<file path="src/rtl/bpa_pkg.sv">
// shared types and codes of the bitmap page allocator
package bpa_pkg;

  typedef enum logic [1:0] {
    ST_OK      = 2'd0,
    ST_NOSPACE = 2'd1,
    ST_BAD     = 2'd2
  } status_t;

  typedef enum logic {
    ACT_ALLOC = 1'b0,
    ACT_FREE  = 1'b1
  } action_t;

  typedef enum logic {
    REG_USABLE_PAGES = 1'b0,
    REG_BASE_PHASE   = 1'b1
  } cfg_reg_t;

  typedef enum logic [2:0] {
    S_CLEAR,
    S_IDLE,
    S_MOD,
    S_FETCH,
    S_SCAN,
    S_WRD,
    S_WMOD,
    S_DONE
  } state_t;

  localparam int COUNT_W = 13;
  localparam int PAGE_W  = 12;

endpackage

</file>
<file path="src/rtl/bitmap_page_allocator.sv">
// bitmap page allocator, first fit, one used bit per page in a word memory
// after reset a clearing pass writes all MAP_WORDS words, no input taken
// free: a read and a write-back per map word touched; zero-count or rejected request goes to the result
// allocate: a bit-serial remainder of the base phase, then one page per cycle of scan with a
//   fetch per map word and a closing step when no run fits, then a read and a write-back
//   per word of the written run; one request at a time, the page scan sets the rate
module bitmap_page_allocator #(
  parameter int MAP_WORDS = 64
) (
  input  logic        clk,
  input  logic        rst,
  input  logic        s_axis_tvalid,
  output logic        s_axis_tready,
  input  logic [39:0] s_axis_tdata,  // num_pages[12:0], align_pages[25:13], page_index[37:26]
  input  logic [0:0]  s_axis_tuser,  // action
  output logic        m_axis_tvalid,
  input  logic        m_axis_tready,
  output logic [15:0] m_axis_tdata,  // start_page[11:0]
  output logic [1:0]  m_axis_tuser,  // status
  input  logic        cfg_we,
  input  logic [0:0]  cfg_index,
  input  logic [12:0] cfg_data
);
  import bpa_pkg::*;

  localparam int CAP = MAP_WORDS * 64;
  localparam int PW  = ($clog2(CAP + 1) > COUNT_W) ? $clog2(CAP + 1) : COUNT_W;
  localparam int EW  = PW + 1;
  localparam int WAW = (MAP_WORDS > 1) ? $clog2(MAP_WORDS) : 1;

  logic [63:0] mem [MAP_WORDS];
  logic [63:0] rd_data;
  logic        mem_we;
  logic [63:0] mem_wdata;

  state_t state, state_next;

  logic [COUNT_W-1:0] usable_pages;
  logic [PAGE_W-1:0]  base_phase;

  logic [COUNT_W-1:0] count;
  logic [COUNT_W-1:0] align;
  logic [3:0]         mod_cnt;
  logic [COUNT_W-1:0] ph;
  logic [PW-1:0]      p;
  logic               cand;
  logic [PW-1:0]      cand_s;
  logic [COUNT_W-1:0] run;
  logic [PW-1:0]      lo;
  logic [PW-1:0]      hi;
  logic               op_clear;
  logic [WAW-1:0]     waddr;
  status_t            res_status;
  logic [PAGE_W-1:0]  res_start;
  logic               out_valid;
  logic [1:0]         out_status;
  logic [PAGE_W-1:0]  out_start;

  logic [PW-1:0]      limit;
  logic               in_xfer;
  logic [COUNT_W-1:0] in_count;
  logic [COUNT_W-1:0] in_align;
  logic [PAGE_W-1:0]  in_index;
  logic [EW-1:0]      free_end;
  logic [EW-1:0]      limit_e;
  logic [COUNT_W-1:0] trial;
  logic [COUNT_W-1:0] rem_next;
  logic               page_busy;
  logic               found;
  logic [WAW-1:0]     lo_w;
  logic [WAW-1:0]     hi_w;
  logic [5:0]         mask_a;
  logic [5:0]         mask_b;
  logic [63:0]        mask;
  logic               out_load;

  assign limit = ({{(PW-COUNT_W){1'b0}}, usable_pages} > PW'(CAP)) ? PW'(CAP)
               : {{(PW-COUNT_W){1'b0}}, usable_pages};
  assign limit_e  = {1'b0, limit};
  assign in_xfer  = s_axis_tvalid && s_axis_tready;
  assign in_count = s_axis_tdata[12:0];
  assign in_align = s_axis_tdata[25:13];
  assign in_index = s_axis_tdata[37:26];
  assign free_end = {{(EW-PAGE_W){1'b0}}, in_index} + {{(EW-COUNT_W){1'b0}}, in_count};

  assign trial    = {ph[PAGE_W-1:0], base_phase[mod_cnt]};
  assign rem_next = (trial >= align) ? trial - align : trial;

  assign page_busy = rd_data[~p[5:0]];
  assign found = !page_busy && ((cand && (run + 1'b1 == count))
               || (!cand && (ph == '0) && (count == COUNT_W'(1))));

  assign lo_w   = lo[WAW+5:6];
  assign hi_w   = hi[WAW+5:6];
  assign mask_a = (waddr == lo_w) ? lo[5:0] : 6'd0;
  assign mask_b = (waddr == hi_w) ? hi[5:0] : 6'd63;
  assign mask   = ({64{1'b1}} >> mask_a) & ({64{1'b1}} << (6'd63 - mask_b));

  assign out_load = (state == S_DONE) && (!out_valid || m_axis_tready);

  // map memory
  always_ff @(posedge clk) begin
    if (mem_we) begin
      mem[waddr] <= mem_wdata;
    end
    rd_data <= mem[waddr];
  end

  // next state
  always_comb begin
    state_next = state;
    case (state)
      S_CLEAR: begin
        if (waddr == WAW'(MAP_WORDS - 1)) state_next = S_IDLE;
      end
      S_IDLE: begin
        if (in_xfer) begin
          if (s_axis_tuser[0] == ACT_FREE) begin
            if ({{(PW-PAGE_W){1'b0}}, in_index} >= limit || in_count == '0) begin
              state_next = S_DONE;
            end else begin
              state_next = S_WRD;
            end
          end else if (in_count == '0) begin
            state_next = S_DONE;
          end else begin
            state_next = S_MOD;
          end
        end
      end
      S_MOD: begin
        if (mod_cnt == 4'd0) state_next = S_FETCH;
      end
      S_FETCH: state_next = S_SCAN;
      S_SCAN: begin
        if (p >= limit) begin
          state_next = S_DONE;
        end else if (found) begin
          state_next = S_WRD;
        end else if (p[5:0] == 6'd63) begin
          state_next = S_FETCH;
        end
      end
      S_WRD: state_next = S_WMOD;
      S_WMOD: begin
        state_next = (waddr == hi_w) ? S_DONE : S_WRD;
      end
      S_DONE: begin
        if (out_load) state_next = S_IDLE;
      end
      default: state_next = S_IDLE;
    endcase
  end

  // outputs of the state machine
  always_comb begin
    s_axis_tready = 1'b0;
    mem_we        = 1'b0;
    mem_wdata     = '0;
    case (state)
      S_CLEAR: begin
        mem_we = 1'b1;
      end
      S_IDLE: begin
        s_axis_tready = 1'b1;
      end
      S_WMOD: begin
        mem_we    = 1'b1;
        mem_wdata = op_clear ? (rd_data & ~mask) : (rd_data | mask);
      end
      default: begin
        mem_we = 1'b0;
      end
    endcase
  end

  always_ff @(posedge clk) begin
    if (rst) begin
      state        <= S_CLEAR;
      waddr        <= '0;
      usable_pages <= COUNT_W'(4096);
      base_phase   <= '0;
      out_valid    <= 1'b0;
    end else begin
      state <= state_next;
      if (cfg_we) begin
        case (cfg_index)
          REG_USABLE_PAGES: usable_pages <= cfg_data;
          REG_BASE_PHASE:   base_phase   <= cfg_data[PAGE_W-1:0];
          default:          base_phase   <= base_phase;
        endcase
      end
      if (out_load) begin
        out_valid <= 1'b1;
      end else if (m_axis_tready) begin
        out_valid <= 1'b0;
      end
      case (state)
        S_CLEAR: waddr <= waddr + 1'b1;
        S_IDLE: begin
          if (in_xfer) begin
            if (s_axis_tuser[0] == ACT_FREE) begin
              waddr <= WAW'({{(PW-PAGE_W){1'b0}}, in_index} >> 6);
            end else begin
              waddr <= '0;
            end
          end
        end
        S_SCAN: begin
          if (p < limit && found) begin
            waddr <= (cand ? cand_s[WAW+5:6] : p[WAW+5:6]);
          end else if (p < limit && p[5:0] == 6'd63) begin
            waddr <= waddr + 1'b1;
          end
        end
        S_WMOD: begin
          if (waddr != hi_w) waddr <= waddr + 1'b1;
        end
        default: waddr <= waddr;
      endcase
    end
  end

  // operation datapath
  always_ff @(posedge clk) begin
    if (out_load) begin
      out_status <= res_status;
      out_start  <= res_start;
    end
    case (state)
      S_IDLE: begin
        count     <= in_count;
        align     <= (in_align == '0) ? COUNT_W'(1) : in_align;
        mod_cnt   <= 4'(PAGE_W - 1);
        ph        <= '0;
        p         <= '0;
        cand      <= 1'b0;
        run       <= '0;
        op_clear  <= 1'b1;
        res_start <= '0;
        lo        <= {{(PW-PAGE_W){1'b0}}, in_index};
        if (free_end > limit_e) hi <= limit - 1'b1;
        else                    hi <= free_end[PW-1:0] - 1'b1;
        if (s_axis_tuser[0] == ACT_FREE) begin
          if ({{(PW-PAGE_W){1'b0}}, in_index} >= limit) res_status <= ST_NOSPACE;
          else if (free_end > limit_e)                 res_status <= ST_BAD;
          else                                         res_status <= ST_OK;
        end else begin
          res_status <= (in_count == '0) ? ST_BAD : ST_OK;
        end
      end
      S_MOD: begin
        ph      <= rem_next;
        mod_cnt <= mod_cnt - 1'b1;
      end
      S_SCAN: begin
        if (p >= limit) begin
          res_status <= ST_NOSPACE;
        end else if (found) begin
          op_clear   <= 1'b0;
          lo         <= cand ? cand_s : p;
          hi         <= p;
          res_status <= ST_OK;
          res_start  <= cand ? cand_s[PAGE_W-1:0] : p[PAGE_W-1:0];
        end else begin
          p  <= p + 1'b1;
          ph <= (ph + 1'b1 == align) ? '0 : ph + 1'b1;
          if (page_busy) begin
            cand <= 1'b0;
          end else if (cand) begin
            run <= run + 1'b1;
          end else if (ph == '0) begin
            cand   <= 1'b1;
            cand_s <= p;
            run    <= COUNT_W'(1);
          end
        end
      end
      default: begin
        p <= p;
      end
    endcase
  end

  assign m_axis_tvalid = out_valid;
  assign m_axis_tuser  = out_status;
  assign m_axis_tdata  = {4'd0, out_start};

endmodule

</file>
<file path="config.mk">
export PLATFORM = sky130hd
export DESIGN_NAME = bitmap_page_allocator
export DESIGN_NICKNAME = d
export VERILOG_FILES = /design/src/rtl/bpa_pkg.sv /design/src/rtl/bitmap_page_allocator.sv
export SDC_FILE = /design/constraint.sdc
export NUM_CORES = 2
export LEC_CHECK = 0
export BUFFER_PORTS_ARGS = -buffer_cell sky130_fd_sc_hd__buf_2
export CORE_AREA = 2 2 601 603
export DETAILED_ROUTE_END_ITERATION = 10
export DIE_AREA = 0 0 603 605
export HOLD_SLACK_MARGIN = 0.06
export SLEW_MARGIN = 25
export SYNTH_ARGS = -nofsm -noshare
export SYNTH_HDL_FRONTEND = slang
export SYNTH_SLANG_ARGS = --single-unit
</file>
<file path="constraint.sdc">
create_clock -name clk -period 7.8 [get_ports clk]
set_input_delay 1.56 -clock clk [delete_from_list [all_inputs] [get_ports clk]]
set_output_delay 1.56 -clock clk [all_outputs]
set_load 0.005 [all_outputs]
</file>
Yosys cells after proc, flatten, opt, wreduce, memory -nomap -nowiden. Memories as Yosys holds them, arrays and structs flattened. A register that Yosys moved wholly into a read port is not among the register bits. Cells that the tools add are included.

Output and inout bits: 20. Memories kept: 1. RAM bits: 4096. Logic and storage cells: 191. Input bits: 60. Register bits: 170.

Add/subtract/negate cells: 10. Equal/unequal tests: 28. Shift operators: 2. Mux-type cells: 77. Bitwise operators: 10. $lt $le $gt $ge: 8. Reduce and logical (&&, ||, !) cells: 35.

Memories: mem (depth 64, bits a word 64, read ports 1, clocked after memory_dff 1, wr ports 1, line bitmap_page_allocator.sv:31) `logic [63:0] mem [MAP_WORDS];`.

Operators by type and width (number): 2-to-1 mux 13 bit (12); bitwise AND 64 bit (2); 2-to-1 mux 64 bit (2); 2-to-1 mux 12 bit (9); one-hot mux 12 bit (2 select lines) (3); inverter 64 bit (1); OR 64 bit (1); << shifter 64 x 6 -> 64 bit (first input constant) (1); >> shifter 64 x 6 -> 64 bit (first input constant) (1); one-hot mux 13 bit (2 select lines) (2); 2-to-1 mux 6 bit (8); adder 13 x 1 -> 13 bit (second input constant) (3); zero test 13 bit (3); one-hot mux 13 bit (3 select lines) (1); 2-to-1 mux 3 bit (9); == test 13 bit (2); greater-or-equal comparator 13 bit (2); one-hot mux 3 bit (8 select lines) (1); one-hot mux 6 bit (4 select lines) (1); subtractor 12 x 1 -> 12 bit (second input constant) (2); != test 2 bit (second input constant) (9); 2-to-1 mux 2 bit (8); 2-to-1 mux 1 bit (15); adder 12 x 13 -> 14 bit (1); 40 further kinds (71).

Depth between registers and ports, before layout.
Depth in word-level cells: 9. Depth in mapped cells: 28. Gate-level depth less buffers: 26.

Worst setup path before layout. No wires, ideal clock.

Kind: input to register. Start: in s_axis_tdata[0]. End: reg hi[10] (data pin). Data required time: 7.539 ns. Data arrival time: 6.635 ns. Setup time: 0.261 ns. Slack: 0.905 ns. Stages: 28. Path buffers: 2. Cells stage by stage: ha_1 > inv_1 > fa_1 > nor2b_1 > o2111ai_1 > nand2_1 > a41oi_1 > a21oi_1 > o21a_1 > nor2_1 > xnor2_1 > ha_1 > and3_1 > and3_1 > nand3_1 > or2_2 > a222oi_1 > clkbuf_1 > clkbuf_1 > nor2_1 > a21oi_1 > ha_1 > nand2_1 > or4_1 > nor3_1 > xor2_1 > nor2_1 > o21ai_0.

Cells in the longest elaborated chain, start to end: 4. Elaborated cells between the ends (all ways): 5. Those cells by class: 2 x add/sub; 1 x order compare; 2 x mux.

Ends and longest elaborated chain: start, declared (line bitmap_page_allocator.sv:14) `input logic [39:0] s_axis_tdata,`; adder 12 x 13 -> 14 bit (*) (line bitmap_page_allocator.sv:84) `assign free_end = {{(EW-PAGE_W){1'b0}}, in_index} + {{(EW-COUNT_W){1'b0}}, in_count};`; subtractor 12 x 1 -> 12 bit / > comparator 14 x 13 -> 1 bit (equally long branches) (line bitmap_page_allocator.sv:243, bitmap_page_allocator.sv:242); 2-to-1 mux 12 bit (*) (line bitmap_page_allocator.sv:242) `if (free_end > limit_e) hi <= limit - 1'b1;`; one-hot mux 12 bit (2 select lines) (*) (line bitmap_page_allocator.sv:230) `case (state)`; end signal, assigned (line bitmap_page_allocator.sv:242); end signal, assigned (line bitmap_page_allocator.sv:243) `else hi <= free_end[PW-1:0] - 1'b1;`; end signal, assigned (line bitmap_page_allocator.sv:262) `hi <= p;`; end, declared (line bitmap_page_allocator.sv:50) `logic [PW-1:0] hi;`.

Every way passes the cells marked *; elsewhere a longest branch is shown, timed or not. A chain may end at the register's enable or synchronous reset.

Final worst setup path. Ends and elaborated chain as after synthesis.

==> results.yml <==
cells_and_area:
  n_fill_cell: 28400
  layout_commonest_cell: "edfxtp_1"
  fin_util_pct: 51.2
  seqCellArea_mm2: 0.129
  final_cell_mix: "4231 x edfxtp_1, 1710 x a22oi_1, 428 x clkbuf_16"
  multiInputGateArea_mm2: 0.0306
  fin_cells: 14400
  syn_to_final_growth_pct: 14.1
  drive_gt1_share_pct: 12.7
  nets: 9446
cts:
  clk_pin_slew_worst_paths_ps: 60
  clk_path_buf_depth: 4
  h-tree-depth: 5
  hold_buffers: 0
  cts_tree: "done"
  post_cts_buffers: 0
  cts_resized: 0
  insertion_delay_ps: 1020
  cts_made_buffers: 423
  clkSinkCount: 4330
  root_buffer: "clkbuf_16"
route:
  drtIter0Drc: 15500
  routed_wl_mm: 542
  postRouteAntennaNets: 0
  dr.pass1.iters: 6
  vias: 97600
  routedWlPerCell_um: 37.5
  drt-vias-per-instance: 6.75
  drc_errors: 0
logic_synthesis:
  ys_seq_area_share_pct: 80.3
  syn_avg_cell_area_um2: 17.8
  syn_inst: 9047
  synth_seq_cells: 4330
  synth_warnings: 0
  synth_flop_cell: "edfxtp_1"
  synth_edf_count: 4231
  synthDistinctLibCells: 81
  synth_area_mm2: 0.161
  async_flop_share_pct: 0
placement:
  dp_cells: 13700
  place_worst_setup_slack_ps: 304
  hpwl_mm: 288
  io_buffers: 73
  gp_congestion: 0.904
sta:
  setup_tns_ps: 0
  whs_ps: 409
  max-slew-margin-rel_pct: 21.2
  period_share_pct: 83.1
  report.final.hold_viol_count: 0
  tightest_slew_ps: 1180
  finClkSkew_ps: 70.0
  finalSetupViolCount: 0
  fin_crit_ps: 6480
  setup_slack_ps: 1320
  max_freq_ghz: 0.154
  grt_setup_unrepaired: "false"
  finalMaxSlewViolations: 0
grt:
  grt_pass1_wl_mm: 743
  grt_pass1_vias: 92300
  track_usage_pct: 29.0
  antenna_found_initial: 17
  overflow: 0
  grt_max_degree: 112
pwr:
  power_density_mw_per_mm2: 321
  peakVddDrop_mv: 0.264
  total_leakage_power_nw: 49.5
critical_path:
  cpMostUsedCell: "ha_1"
  cp_slowest_cell: "a211oi_1"
  cp-end-kind: "flip-flop"
  worstPathCellList: "buf_2 > ha_1 > inv_1 > fa_1 > nor2b_1 > o2111ai_1 > nand2_1 > a41oi_1 > a21oi_1 > a211oi_1 > ha_1 > and3_1 > a221oi_1 > o211ai_1 > a222oi_1 > buf_4 > mux2i_1 > ha_1 > nand2_1 > or4_1 > nor3_1 > xor2_1 > nor2_1 > o21ai_0"
  cp-start-kind: "primary input"
  crit_path_max_incr_delay_ps: 580
  crit_type: "primary input to flip-flop"
  critPathArrivalTime_ps: 7210
  crit_fanout: 5
  crit_required_ps: 8530
floorplanning:
  rows: 220
  fp.dieH_um: 605
  ios: 80
  dieWidth_um: 603
  coreArea_mm2: 0.358
  initial_core_util_pct: 44.9
  fp.dieArea_mm2: 0.365
job:
  drv_cap: 0
outcome:
  outcome: "complete, no violations"
min_path:
  hold_path.class: "flip-flop to flip-flop"
-- worst paths after layout --
kind,from,end,slack [ps],cells after the start
max,s_axis_tdata[0],hi[10],1320,24
min,res_start[7],out_start[7],410,0
max reg2reg,usable_pages[12],hi[10],2750,16
min reg2reg,res_start[7],out_start[7],410,0
-- Yosys cell counts (6+ instances only) --
library cell | count | share of area, %
a211oi_1 | 40 | 0.19
mux2i_1 | 35 | 0.22
a22oi_1 | 1710 | 8.0
mux4_2 | 11 | 0.15
nand2_1 | 175 | 0.41
a221oi_1 | 183 | 1.0
xor2_1 | 40 | 0.22
and2_1 | 15 | 0.058
a41oi_1 | 242 | 1.3
nor3_1 | 43 | 0.13
or3_1 | 7 | 0.027
a22o_1 | 174 | 0.95
or2_2 | 8 | 0.031
edfxtp_1 | 4231 | 79
and4_1 | 6 | 0.033
dfxtp_1 | 99 | 1.2
xnor2_1 | 59 | 0.32
o211ai_1 | 12 | 0.056
a21oi_1 | 204 | 0.64
nand4_1 | 113 | 0.44
o21ai_0 | 59 | 0.18
nor2_1 | 261 | 0.61
o21a_1 | 10 | 0.047
nor2b_1 | 17 | 0.066
buf_1 | 129 | 0.30
clkbuf_1 | 469 | 1.1
nand2b_1 | 12 | 0.047
o221ai_1 | 7 | 0.038
a221o_1 | 12 | 0.075
ha_1 | 70 | 0.55
mux4_1 | 9 | 0.15
a311oi_1 | 15 | 0.082
inv_1 | 47 | 0.11
nor4_1 | 98 | 0.38
and3_1 | 13 | 0.051
a31oi_1 | 186 | 0.72
a21o_1 | 35 | 0.16
nand3_1 | 101 | 0.31
-- flip-flops by register name, indices dropped and copies added (netlist names), 6 cells and up --
register and flops:
lo 12, cand_s 12, run 13, align 13, ph 13, usable_pages 13
count 13, base_phase 12, waddr 6, res_start 12, hi 12, mem 4096
p 13, rd_data 64, out_start 12
-- critical path, delay by kind of cell --
kind / cells / cell delay (ps)
AOI/OAI and AO/OA: 8 / 2310
muxes: 1 / 260
buffers and inverters: 3 / 410
xor gates and xnor gates: 1 / 110
adders and majority gates: 4 / 1100
and+or+nand+nor: 7 / 1460
-- final cells by class --
| class | instances | share of cell area (%) |
|---|---|---|
| sequential | 4330 | 70.4 |
| multi-input combinational | 4066 | 16.7 |
| clock buffer | 556 | 6.21 |
| tap | 4773 | 3.26 |
| timing repair buffer | 444 | 2.19 |
| clock inverter | 229 | 1.18 |
| inverter | 49 | 0.100 |
| antenna | 2 | 0.00273 |
-- layer usage --
layer  track usage (%)  share of wire [%]  vias up
met1              40.0                 38    50700
met3              5.57                 12     1171
met5                 0             0.0063        -
met2              46.1                 46     6992
met4              10.7                4.3        6
li1                  -                  -    38700
-- kinds of logic (layout without fill, tap and decap cells) --
logic type	count (synthesis)	after routing	share of synthesized area (%)
buffers and inverters	654	1278	1.54
AOI/OAI and AO/OA	2939	2939	13.7
DFF	4330	4330	80.3
muxes	56	56	0.527
and+or+nand+nor	893	893	2.74
xor gates and xnor gates	102	102	0.583
other	1	6	0.00233
adders and majority gates	72	72	0.570
-- power by group --
group          internal, W  switching, W  total, W
sequential          0.0262      0.000701    0.0270
combinational      0.00406       0.00789    0.0120
clock               0.0113       0.00875    0.0200
total               0.0416        0.0173    0.0589
-- stage by stage --
stage / cell area, µm² / total power (W)
2_1_floorplan: 161000 / 0.0342
5_1_grt: 183000 / 0.0606
3_3_place_gp: 169000 / 0.0390
3_5_place_dp: 170000 / 0.0391
4_1_cts: 183000 / 0.0588
6_report: 183000 / 0.0589
No activity file was read; power rests on OpenSTA's default activity.
